## src/rtl/core/sird_pkg.sv

```systemverilog
// shared types, constants and command structs for the sir grid step block
// no dependencies; compile first
package sird_pkg;

    localparam int GRID_SIZE = 64;
    localparam int CELLS     = GRID_SIZE * GRID_SIZE;
    localparam int ADDR_W    = $clog2(CELLS);
    localparam int RC_W      = $clog2(GRID_SIZE);

    localparam int ACTION_W  = 2;
    localparam int STATUS_W  = 2;
    localparam int POS_W     = 6;
    localparam int DATA_W    = 32;
    localparam int GAIN_W    = 28;
    localparam int CFG_IDX_W = 3;
    localparam int FRAC_W    = 24;

    // datapath widths
    localparam int LAP_W     = 35;
    localparam int MUL_A_W   = 33;
    localparam int PROD_W    = MUL_A_W + LAP_W;
    localparam int TERM_W    = 40;
    localparam int SUM_W     = 43;

    typedef enum logic [ACTION_W-1:0] {
        ACT_WRITE = 2'd0,
        ACT_READ  = 2'd1,
        ACT_STEP  = 2'd2,
        ACT_NONE  = 2'd3
    } action_t;

    localparam logic [STATUS_W-1:0] STAT_WRITE = 2'd0;
    localparam logic [STATUS_W-1:0] STAT_READ  = 2'd1;
    localparam logic [STATUS_W-1:0] STAT_STEP  = 2'd2;

    typedef enum logic [CFG_IDX_W-1:0] {
        CFG_S_DIFF   = 3'd0,
        CFG_SI_CROSS = 3'd1,
        CFG_I_DIFF   = 3'd2,
        CFG_R_DIFF   = 3'd3,
        CFG_INFECT   = 3'd4,
        CFG_RECOVER  = 3'd5,
        CFG_DECAY    = 3'd6
    } cfg_idx_t;

    localparam logic [GAIN_W-1:0] RST_S_DIFF   = 28'd167772;
    localparam logic [GAIN_W-1:0] RST_SI_CROSS = 28'd838861;
    localparam logic [GAIN_W-1:0] RST_I_DIFF   = 28'd167772;
    localparam logic [GAIN_W-1:0] RST_R_DIFF   = 28'd16777216;
    localparam logic [GAIN_W-1:0] RST_INFECT   = 28'd1677722;
    localparam logic [GAIN_W-1:0] RST_RECOVER  = 28'd67109;
    localparam logic [GAIN_W-1:0] RST_DECAY    = 28'd1677722;

    // stencil taps, in read order
    typedef enum logic [2:0] {
        NB_C = 3'd0,
        NB_U = 3'd1,
        NB_D = 3'd2,
        NB_L = 3'd3,
        NB_R = 3'd4
    } nb_t;

    // shared multiplier jobs, in issue order
    typedef enum logic [2:0] {
        MUL_SI  = 3'd0,
        MUL_REC = 3'd1,
        MUL_DEC = 3'd2,
        MUL_LS  = 3'd3,
        MUL_LIS = 3'd4,
        MUL_LII = 3'd5,
        MUL_LR  = 3'd6,
        MUL_INF = 3'd7
    } mul_t;

    typedef struct packed {
        logic                latch;
        logic                host_wr;
        logic                res_load;
        logic                step_rd;
        nb_t                 rd_nb;
        logic                cap_en;
        nb_t                 cap_nb;
        logic                mul_en;
        mul_t                mul_op;
        logic                upd_wr;
        logic                cell_clr;
        logic                cell_next;
        logic                out_load;
        logic [STATUS_W-1:0] out_status;
    } dp_cmd_t;

    typedef struct packed {
        logic last_cell;
    } dp_stat_t;

endpackage

```

## src/rtl/core/sird_ctrl.sv

```systemverilog
// controller: request sequencing and per-cell phase schedule
// depends on sird_pkg
module sird_ctrl (
    input  logic                            clk,
    input  logic                            rst_n,
    input  logic                            in_valid,
    output logic                            in_ready,
    input  logic [sird_pkg::ACTION_W-1:0]   in_action,
    output logic                            out_valid,
    input  logic                            out_ready,
    output sird_pkg::dp_cmd_t               cmd,
    input  sird_pkg::dp_stat_t              stat
);
    import sird_pkg::*;

    localparam logic [3:0] PH_RD_LAST  = 4'd4;
    localparam logic [3:0] PH_CAP_LAST = 4'd5;
    localparam logic [3:0] PH_MUL_0    = 4'd6;
    localparam logic [3:0] PH_MUL_LAST = 4'd13;
    localparam logic [3:0] PH_UPD      = 4'd15;

    typedef enum logic [2:0] {
        S_IDLE, S_WR, S_RD, S_RDCAP, S_STEP, S_RESP
    } state_t;

    state_t              state_reg, state_next;
    logic [3:0]          ph_reg, ph_next;
    logic [STATUS_W-1:0] status_reg, status_next;
    logic                out_valid_reg, out_valid_next;
    logic                accept;

    assign in_ready  = (state_reg == S_IDLE);
    assign out_valid = out_valid_reg;
    assign accept    = in_valid && in_ready;

    always_comb
    begin
        cmd            = '0;
        cmd.out_status = status_reg;
        state_next     = state_reg;
        ph_next        = ph_reg;
        status_next    = status_reg;
        unique case (state_reg)
            S_IDLE:
            begin
                cmd.latch = accept;
                if (accept)
                begin
                    unique case (action_t'(in_action))
                        ACT_WRITE:
                        begin
                            state_next  = S_WR;
                            status_next = STAT_WRITE;
                        end
                        ACT_READ:
                        begin
                            state_next  = S_RD;
                            status_next = STAT_READ;
                        end
                        ACT_STEP:
                        begin
                            state_next   = S_STEP;
                            status_next  = STAT_STEP;
                            ph_next      = '0;
                            cmd.cell_clr = 1'b1;
                        end
                        ACT_NONE:
                        begin
                            state_next  = S_RESP;
                            status_next = STAT_WRITE;
                        end
                    endcase
                end
            end
            S_WR:
            begin
                cmd.host_wr = 1'b1;
                state_next  = S_RESP;
            end
            S_RD:
            begin
                state_next = S_RDCAP;
            end
            S_RDCAP:
            begin
                cmd.res_load = 1'b1;
                state_next   = S_RESP;
            end
            S_STEP:
            begin
                // five reads, each captured in the cycle after it
                if (ph_reg <= PH_RD_LAST)
                begin
                    cmd.step_rd = 1'b1;
                    cmd.rd_nb   = nb_t'(ph_reg[2:0]);
                end
                if (ph_reg != '0 && ph_reg <= PH_CAP_LAST)
                begin
                    cmd.cap_en = 1'b1;
                    cmd.cap_nb = nb_t'(3'(ph_reg - 4'd1));
                end
                // eight products through the shared multiplier
                if (ph_reg >= PH_MUL_0 && ph_reg <= PH_MUL_LAST)
                begin
                    cmd.mul_en = 1'b1;
                    cmd.mul_op = mul_t'(3'(ph_reg - PH_MUL_0));
                end
                ph_next = ph_reg + 1'b1;
                if (ph_reg == PH_UPD)
                begin
                    cmd.upd_wr    = 1'b1;
                    cmd.cell_next = 1'b1;
                    if (stat.last_cell)
                    begin
                        state_next = S_RESP;
                    end
                end
            end
            S_RESP:
            begin
                cmd.out_load = !out_valid_reg || out_ready;
                if (cmd.out_load)
                begin
                    state_next = S_IDLE;
                end
            end
            default:
            begin
                state_next = S_IDLE;
            end
        endcase

        out_valid_next = out_valid_reg;
        if (cmd.out_load)
            out_valid_next = 1'b1;
        else if (out_ready)
            out_valid_next = 1'b0;
    end

    always_ff @(posedge clk or negedge rst_n)
    begin
        if (!rst_n)
        begin
            state_reg     <= S_IDLE;
            ph_reg        <= '0;
            status_reg    <= STAT_WRITE;
            out_valid_reg <= 1'b0;
        end
        else
        begin
            state_reg     <= state_next;
            ph_reg        <= ph_next;
            status_reg    <= status_next;
            out_valid_reg <= out_valid_next;
        end
    end

    a_busy_after_accept: assert property (@(posedge clk) disable iff (!rst_n)
        accept |=> !in_ready)
        else $error("request taken while a request is in flight");

    a_last_cell_ends: assert property (@(posedge clk) disable iff (!rst_n)
        (state_reg == S_STEP && ph_reg == PH_UPD && stat.last_cell) |=> state_reg == S_RESP)
        else $error("sweep did not end after the last cell");

    a_result_source: assert property (@(posedge clk) disable iff (!rst_n)
        $rose(out_valid_reg) |-> $past(state_reg) == S_RESP)
        else $error("result raised outside the response state");

    a_read_latency: assert property (@(posedge clk) disable iff (!rst_n)
        state_reg == S_RD |=> state_reg == S_RDCAP)
        else $error("read data not captured after ram latency");
endmodule

```

## config.mk

```make
export PLATFORM = sky130hd
export DESIGN_NAME = sird_ctrl
export DESIGN_NICKNAME = d
export VERILOG_FILES = /design/src/rtl/core/sird_pkg.sv /design/src/rtl/core/sird_ctrl.sv
export SDC_FILE = /design/constraint.sdc
export NUM_CORES = 1
export LEC_CHECK = 0
export BUFFER_PORTS_ARGS = -buffer_cell sky130_fd_sc_hd__buf_4
export CAP_MARGIN = 20
export CORE_MARGIN = 2
export CORE_UTILIZATION = 35
export DETAILED_ROUTE_END_ITERATION = 10
export SKIP_CTS_REPAIR_TIMING = 1
export SLEW_MARGIN = 10
export SYNTH_ARGS = -nofsm -noshare
export SYNTH_HDL_FRONTEND = slang
export SYNTH_SLANG_ARGS = --single-unit
```

## constraint.sdc

```tcl
create_clock -name clk -period 3 [get_ports clk]
set_clock_uncertainty 0.2 [all_clocks]
set_input_delay 0.6 -clock clk [delete_from_list [all_inputs] [get_ports clk]]
set_output_delay 0.6 -clock clk [all_outputs]
set_load 0.03 [all_outputs]
```

==> impl_results.md, run 1 <==
- Status: finished clean
- Slowest cell on the critical path: dfrtp_1
- Avg Cell Area, Syn: 8.93 sq um
- Crit path largest cell delay: 0.58 ns
- Post-synthesis net count: 111
- End of the critical path: cmd[8]
- Starting DRT DRC Count: 2
- Power Density: 1170 nW/um^2
- Hold Path Class: reg -> reg
- Antenna-violating nets left: 0
- Yosys top cell by area: dfrtp_1
- Post-Synthesis Cells: 93
- Leak: about 0.56 nW
- Initial antenna violation count: 0
- Sequential share of the synthesized area: 30.1%
- Cell variety after synth: 33
- Post-DP HPWL: around 1300 um
- Arrival time at the worst endpoint: 1.90 ns
- Largest net degree at the start of global routing: 15
- R2R cell count: 3
- Drc violations: 0
- FF+latch count, synth: 10
- Endpoints failing setup: 0
- Worst r2r src: state_reg[1]$_DFFE_PN0P_
- DRT Wirelength: 1710 um
- Worst-path cell chain: or3b_4, a211oi_2, and2_1, buf_4
- Fin crit period: 2.70 ns
- Initial Util: 37.2%
- Hold Fails Final Rpt: 0
- Die Y-Extent: 52.7 um
- Number of antenna diodes: 0
- Clock buffer depth: 2
- Area growth, synth to finish: 29.4%
- Core area: 2230 sq um
- Worst EP required: 2.20 ns
- Top-area cell type share of the netlist area: 30.1%
- Drt first pass iters: 3
- Worst R2R End: status_reg[0]$_DFFE_PN0P_
- Synth Warn #: 0
- Fin crit share: 90.1%
- Clk_lat worst skew: approximately 0.26 ns
- CP Capture Type: output port
- Nets: between 100 and 150
- Slew HR: 73.8%
- Total CTS buffers: 3
- Max frequency: 0.370 GHz
- Cell area after synthesis: 831 sq um
- WL/cell: 11.6 um
- GPL Wtd Cong: 0.665
- Critical path class: reg -> out
- Vias per cell: just under 5
- Reg clk slew, reported paths: 0.06 ns
- H-tree depth: 1
- Setup crit start kind: flop
- Maximum VDD drop: 0.000537 V
- Post-synth EDFFs: 0
- Worst Path Max Fanout: 14
- Root Driver: clkbuf_4
- Crit path from: state_reg[2]$_DFFE_PN0P_
- Chip width: 52.7 um
- Layout fillers: 229
- Max reg flops: 4
- Aggregate global routing overflow: 0
- Synth top area cells: dfrtp_1 30%, ha_1 17%, and2_1 5.3%, nand2b_1 3.8%, nor2_1 3.6%
- Tot Pwr: 1.26 mW
- IO Count: 30
- Vias in the first global route: 648
- Clock sinks: 10
- CTS tree: yes
- Site row count: 17
- R2R setup slack: 1.29 ns
- IO buf count: 29
- First-pass GRT wire length: about 2800 um
- Worst Hold Depth: 1
- Worst slew pin tran: between 0.3 and 0.4 ns
- Unrepaired setup endpoints after global routing: no
- Setup TNS: 0 ns
- Max Cap Viol: 0
- Top_reg_cell synth: dfrtp_1
- Total die area: 2780 sq um
- Share of layout cells above drive strength 1: between 30% and 40%
- Final Slew Violations: 0
- DR vias: approximately 740
- Gr usage total: 14.0%
- Asr flop ratio synth: 100%
==> area by class of cell <==
cell class	count	area (sq um)	share of cell area [%]
Multi-Input combinational cell	70	513	47.7
Sequential cell	10	250	23.3
Timing Repair Buffer	30	228	21.2
Tap cell	28	35.0	3.26
Inverter	7	26.3	2.44
Clock buffer	3	22.5	2.10
==> per-layer routing <==
layer / global-route usage (%) / routed length [um] / up-vias
li1: - / - / 375
met1: 17.2 / 770 / 336
met2: 22.9 / 833 / 21
met3: 2.57 / 81 / 4
met4: 7.69 / 24 / 0
met5: 0 / 0 / -
==> where the power goes <==
group	leakage (nW)	internal, mW	switching [mW]
sequential	0.125	0.196	0.109
combinational	0.416	0.358	0.505
clock	0.0138	0.0463	0.0445
==> cell usage after synthesis (2+ instances only) <==
master	number
a21oi_1	5
a31oi_1	2
and2_1	7
buf_4	3
dfrtp_1	10
ha_1	11
inv_1	7
mux2_2	2
nand2_1	3
nand2b_1	5
nand3_1	4
nand3b_1	3
nor2_1	8
nor3_1	3
o21ai_0	2
==> critical path: cells and delay by family (launching register included) <==
family	cells	cell delay (ns)
flops	1	0.58
compound gates	1	0.27
buf+inv	1	0.15
simple gates	2	0.63
==> cells by family after synthesis <==
kind of cell	count (synthesis)	share of synthesized area, %
simple gates	40	27.9
compound gates	16	13.4
buf+inv	13	8.13
fa+ha+maj	11	16.6
flops	10	30.1
mux	3	3.92
==> placed cells by master (no fill, tap or decap) <==
master	synthesis	layout
a211oi_2	1	1
buf_4	3	29
a31oi_1	2	2
a211o_1	1	1
a21o_1	1	1
o311a_1	1	1
and2_1	7	7
or2_2	1	1
a21oi_1	5	5
nand3b_1	3	3
or3b_4	1	1
clkbuf_4	0	3
o311ai_0	1	1
ha_1	11	11
nand3_1	4	4
nand2b_1	5	5
mux2i_1	1	1
a21oi_2	1	1
dfrtp_1	10	10
or4b_1	1	1
mux2_2	2	2
and3_1	1	1
nor4bb_1	1	1
inv_1	7	7
nor2b_1	1	1
nor3_1	3	3
nor3b_1	1	1
o21ai_0	2	2
o31ai_1	1	1
dlygate4sd3_1	0	1
nand2_1	3	3
nor2_1	8	8
==> per-stage QoR <==
step	instance area (sq um)	std cells	worst slack, ns	utilization, %	hold slack (ns)
2_1_floorplan	831	93	0.352	-	0.104
3_3_place_gp	1040	144	0.590	46.7	0.239
3_5_place_dp	1040	144	0.583	46.7	0.241
4_1_cts	1060	147	0.285	47.7	-0.0493
5_1_grt	1070	148	0.165	48.1	0.329
6_report	1070	148	0.297	48.1	0.311
==> worst min-delay path by stage <==
stage	start	end
after floorplan	rst_n	out_valid$_DFFE_PN0P_
after global placement	rst_n	status_reg[1]$_DFFE_PN0P_
after detailed placement	rst_n	status_reg[1]$_DFFE_PN0P_
after CTS	rst_n	state_reg[1]$_DFFE_PN0P_
after global routing	stat	state_reg[0]$_DFFE_PN0P_
final	status_reg[1]$_DFFE_PN0P_	status_reg[1]$_DFFE_PN0P_
No activity file was read; power rests on OpenSTA's default activity.
==> run 2: changes to the inputs <==
--- a/config.mk
+++ b/config.mk
@@ -10,6 +10,7 @@
 export CORE_MARGIN = 2
 export CORE_UTILIZATION = 35
 export DETAILED_ROUTE_END_ITERATION = 10
+export PLACE_DENSITY = 0.59
 export SKIP_CTS_REPAIR_TIMING = 1
 export SLEW_MARGIN = 10
 export SYNTH_ARGS = -nofsm -noshare
==> run 2 against run 1 <==
Compared with the run above: global-route usage rose by 0.076 points; worst hold slack improved by 0.018 ns; fmax fell by 2.1%; total power rose by 3.1%; die area did not move; register-to-register slack got worse by 0.02 ns; wire length rose by 4.1%; via count fell by 1.4%.
==> impl_results.md, run 2 (synthesis results as in run 1) <==
- Placed inst area: 1040 sq um (unchanged)
- Fin crit share: 92.1% (+2.0 points)
- Total CTS buffers: 3 (unchanged)
- Initial antenna violation count: 0 (unchanged)
- Post-DP HPWL: 1370 um (+3.2%)
- Hold Path Class: reg -> reg
- Max reg flops: 4 (unchanged)
- Starting DRT DRC Count: 8 (+6)
- DRT Wirelength: 1780 um (+4.1%)
- Clock sinks: 10 (unchanged)
- Total die area: 2780 sq um (unchanged)
- Reg clk slew, reported paths: 0.07 ns (about the same)
- Setup TNS: 0 ns (unchanged)
- Hold Fails Final Rpt: 0 (unchanged)
- Drt first pass iters: 2 (-1)
- Drc violations: 0 (unchanged)
- Max Cap Viol: 0 (unchanged)
- Vias in the first global route: 666 (+2.8%)
- Busiest layer in global routing: met2
- Power Density: 1190 nW/um^2 (+1.8%)
- Antenna-violating nets left: 0 (unchanged)
- Critical path class: reg -> out
- Maximum VDD drop: 0.000743 V (+38%)
- Worst slew pin tran: 0.415 ns (+0.0214 ns)
- Post-route insts no fill: 149 (+0.68%)
- WL/cell: 11.9 um (+3.4%)
- Worst Path Max Fanout: 14 (unchanged)
- Met1 Usage GRT: 17.7% (+0.41 points)
- Max frequency: 0.362 GHz (-2.1%)
- Crit path largest cell delay: 0.60 ns (+0.02 ns)
- CP Capture Type: output port
- GR Layer Usage met3: 1.71% (-0.86 points)
- IO buf count: 29 (unchanged)
- Fin crit period: 2.76 ns (+0.0591 ns)
- CTS tree: yes
- Share of layout cells above drive strength 1: 32.2% (+0.56 points)
- Slowest cell on the critical path: dfrtp_1
- Final Slew Violations: 0 (unchanged)
- H-tree depth: 1 (unchanged)
- Status: finished clean
- Endpoints failing setup: 0 (unchanged)
- Vias per cell: 4.87 (-2.0%)
- GPL Wtd Cong: 0.708 (+6.6%)
- Core area: 2230 sq um (unchanged)
- Gr usage total: 14.1% (+0.076 points)
- Die Y-Extent: 52.7 um (unchanged)
- Arrival time at the worst endpoint: 1.96 ns (+0.06 ns)
- Largest net degree at the start of global routing: 15 (unchanged)
- Nets: 140 (unchanged)
- Setup crit start kind: flop
- Most frequent cells in the layout: 29 x buf_4, 11 x ha_1, 10 x dfrtp_1
- Worst EP required: 2.20 ns (about the same)
- Slew HR: 72.4% (-1.4 points)
- IO Count: 30 (unchanged)
- Unrepaired setup endpoints after global routing: no
- Initial Util: 37.2% (unchanged)
- Met2 GRT Util: 23.3% (+0.42 points)
- Most common cell after layout, fill and taps aside: buf_4
- Root Driver: clkbuf_4
- First-pass GRT wire length: 2900 um (+2.2%)
- Site row count: 17 (unchanged)
- Chip width: 52.7 um (unchanged)
- Area growth, synth to finish: 31.0%
- DR vias: 726 (-1.4%)
- Cell area after layout: 1090 sq um (+1.3%)
- Clk_lat worst skew: 0.26 ns (about the same)
- Final Core Density: 48.7% (+0.62 points)
- Clock buffer depth: 2 (unchanged)
- Aggregate global routing overflow: 0 (unchanged)
- Worst-path cell chain: or3b_4, a211oi_2, and2_1, buf_4
- Placed Instances: 144 (unchanged)
- Leak: 0.562 nW (+1.3%)
- Tot Pwr: 1.30 mW (+3.1%)
- Number of antenna diodes: 0 (unchanged)
## run 2: critical path: cells and delay by family (launching register included)
kind | cells | cell delay (ns)
and+or+nand+nor | 2 | 0.65
AOI/OAI and AO/OA | 1 | 0.30
buffers and inverters | 1 | 0.16
DFF | 1 | 0.60
## run 2: worst paths after layout
kind                                                start  slack, ns  depth (start not counted)                        end
worst max register to register   state_reg[2]$_DFFE_PN0P_       1.27                          3  status_reg[1]$_DFFE_PN0P_
max in group asynchronous                           rst_n       1.96                          2      ph_reg[0]$_DFFE_PN0P_
worst min-delay path            status_reg[1]$_DFFE_PN0P_       0.33                          1  status_reg[1]$_DFFE_PN0P_
min in group asynchronous                           rst_n       0.50                          2      ph_reg[2]$_DFFE_PN0P_
worst min register to register  status_reg[1]$_DFFE_PN0P_       0.33                          1  status_reg[1]$_DFFE_PN0P_
worst max-delay path             state_reg[2]$_DFFE_PN0P_       0.24                          4                     cmd[8]
## run 2: through the flow
stage,worst slack (ns),hold slack [ns]
after global placement,0.603,0.236
final,0.238,0.329
after CTS,0.249,-0.0474
after floorplan,0.352,0.104
after global routing,0.128,0.357
after detailed placement,0.549,0.241
## run 2: cell type report
| cell class | instances | area (sq um) |
|---|---|---|
| sequential | 10 | 250 |
| inverter | 7 | 26.3 |
| timing repair buffer | 30 | 228 |
| clock buffer | 4 | 36.3 |
| fill | 226 | 1140 |
| tap | 28 | 35.0 |
| multi-input combinational | 70 | 513 |
## run 2: report_power, final
part           total [mW]  switching, mW  internal (mW)
Clock               0.122         0.0484         0.0736
Sequential          0.306          0.110          0.196
Combinational       0.871          0.513          0.358
## run 2: per-layer routing
metal	wire [um]	part of all wire, %
met5	0	0
met3	86	4.8
met2	828	47
met4	23	1.3
met1	842	47
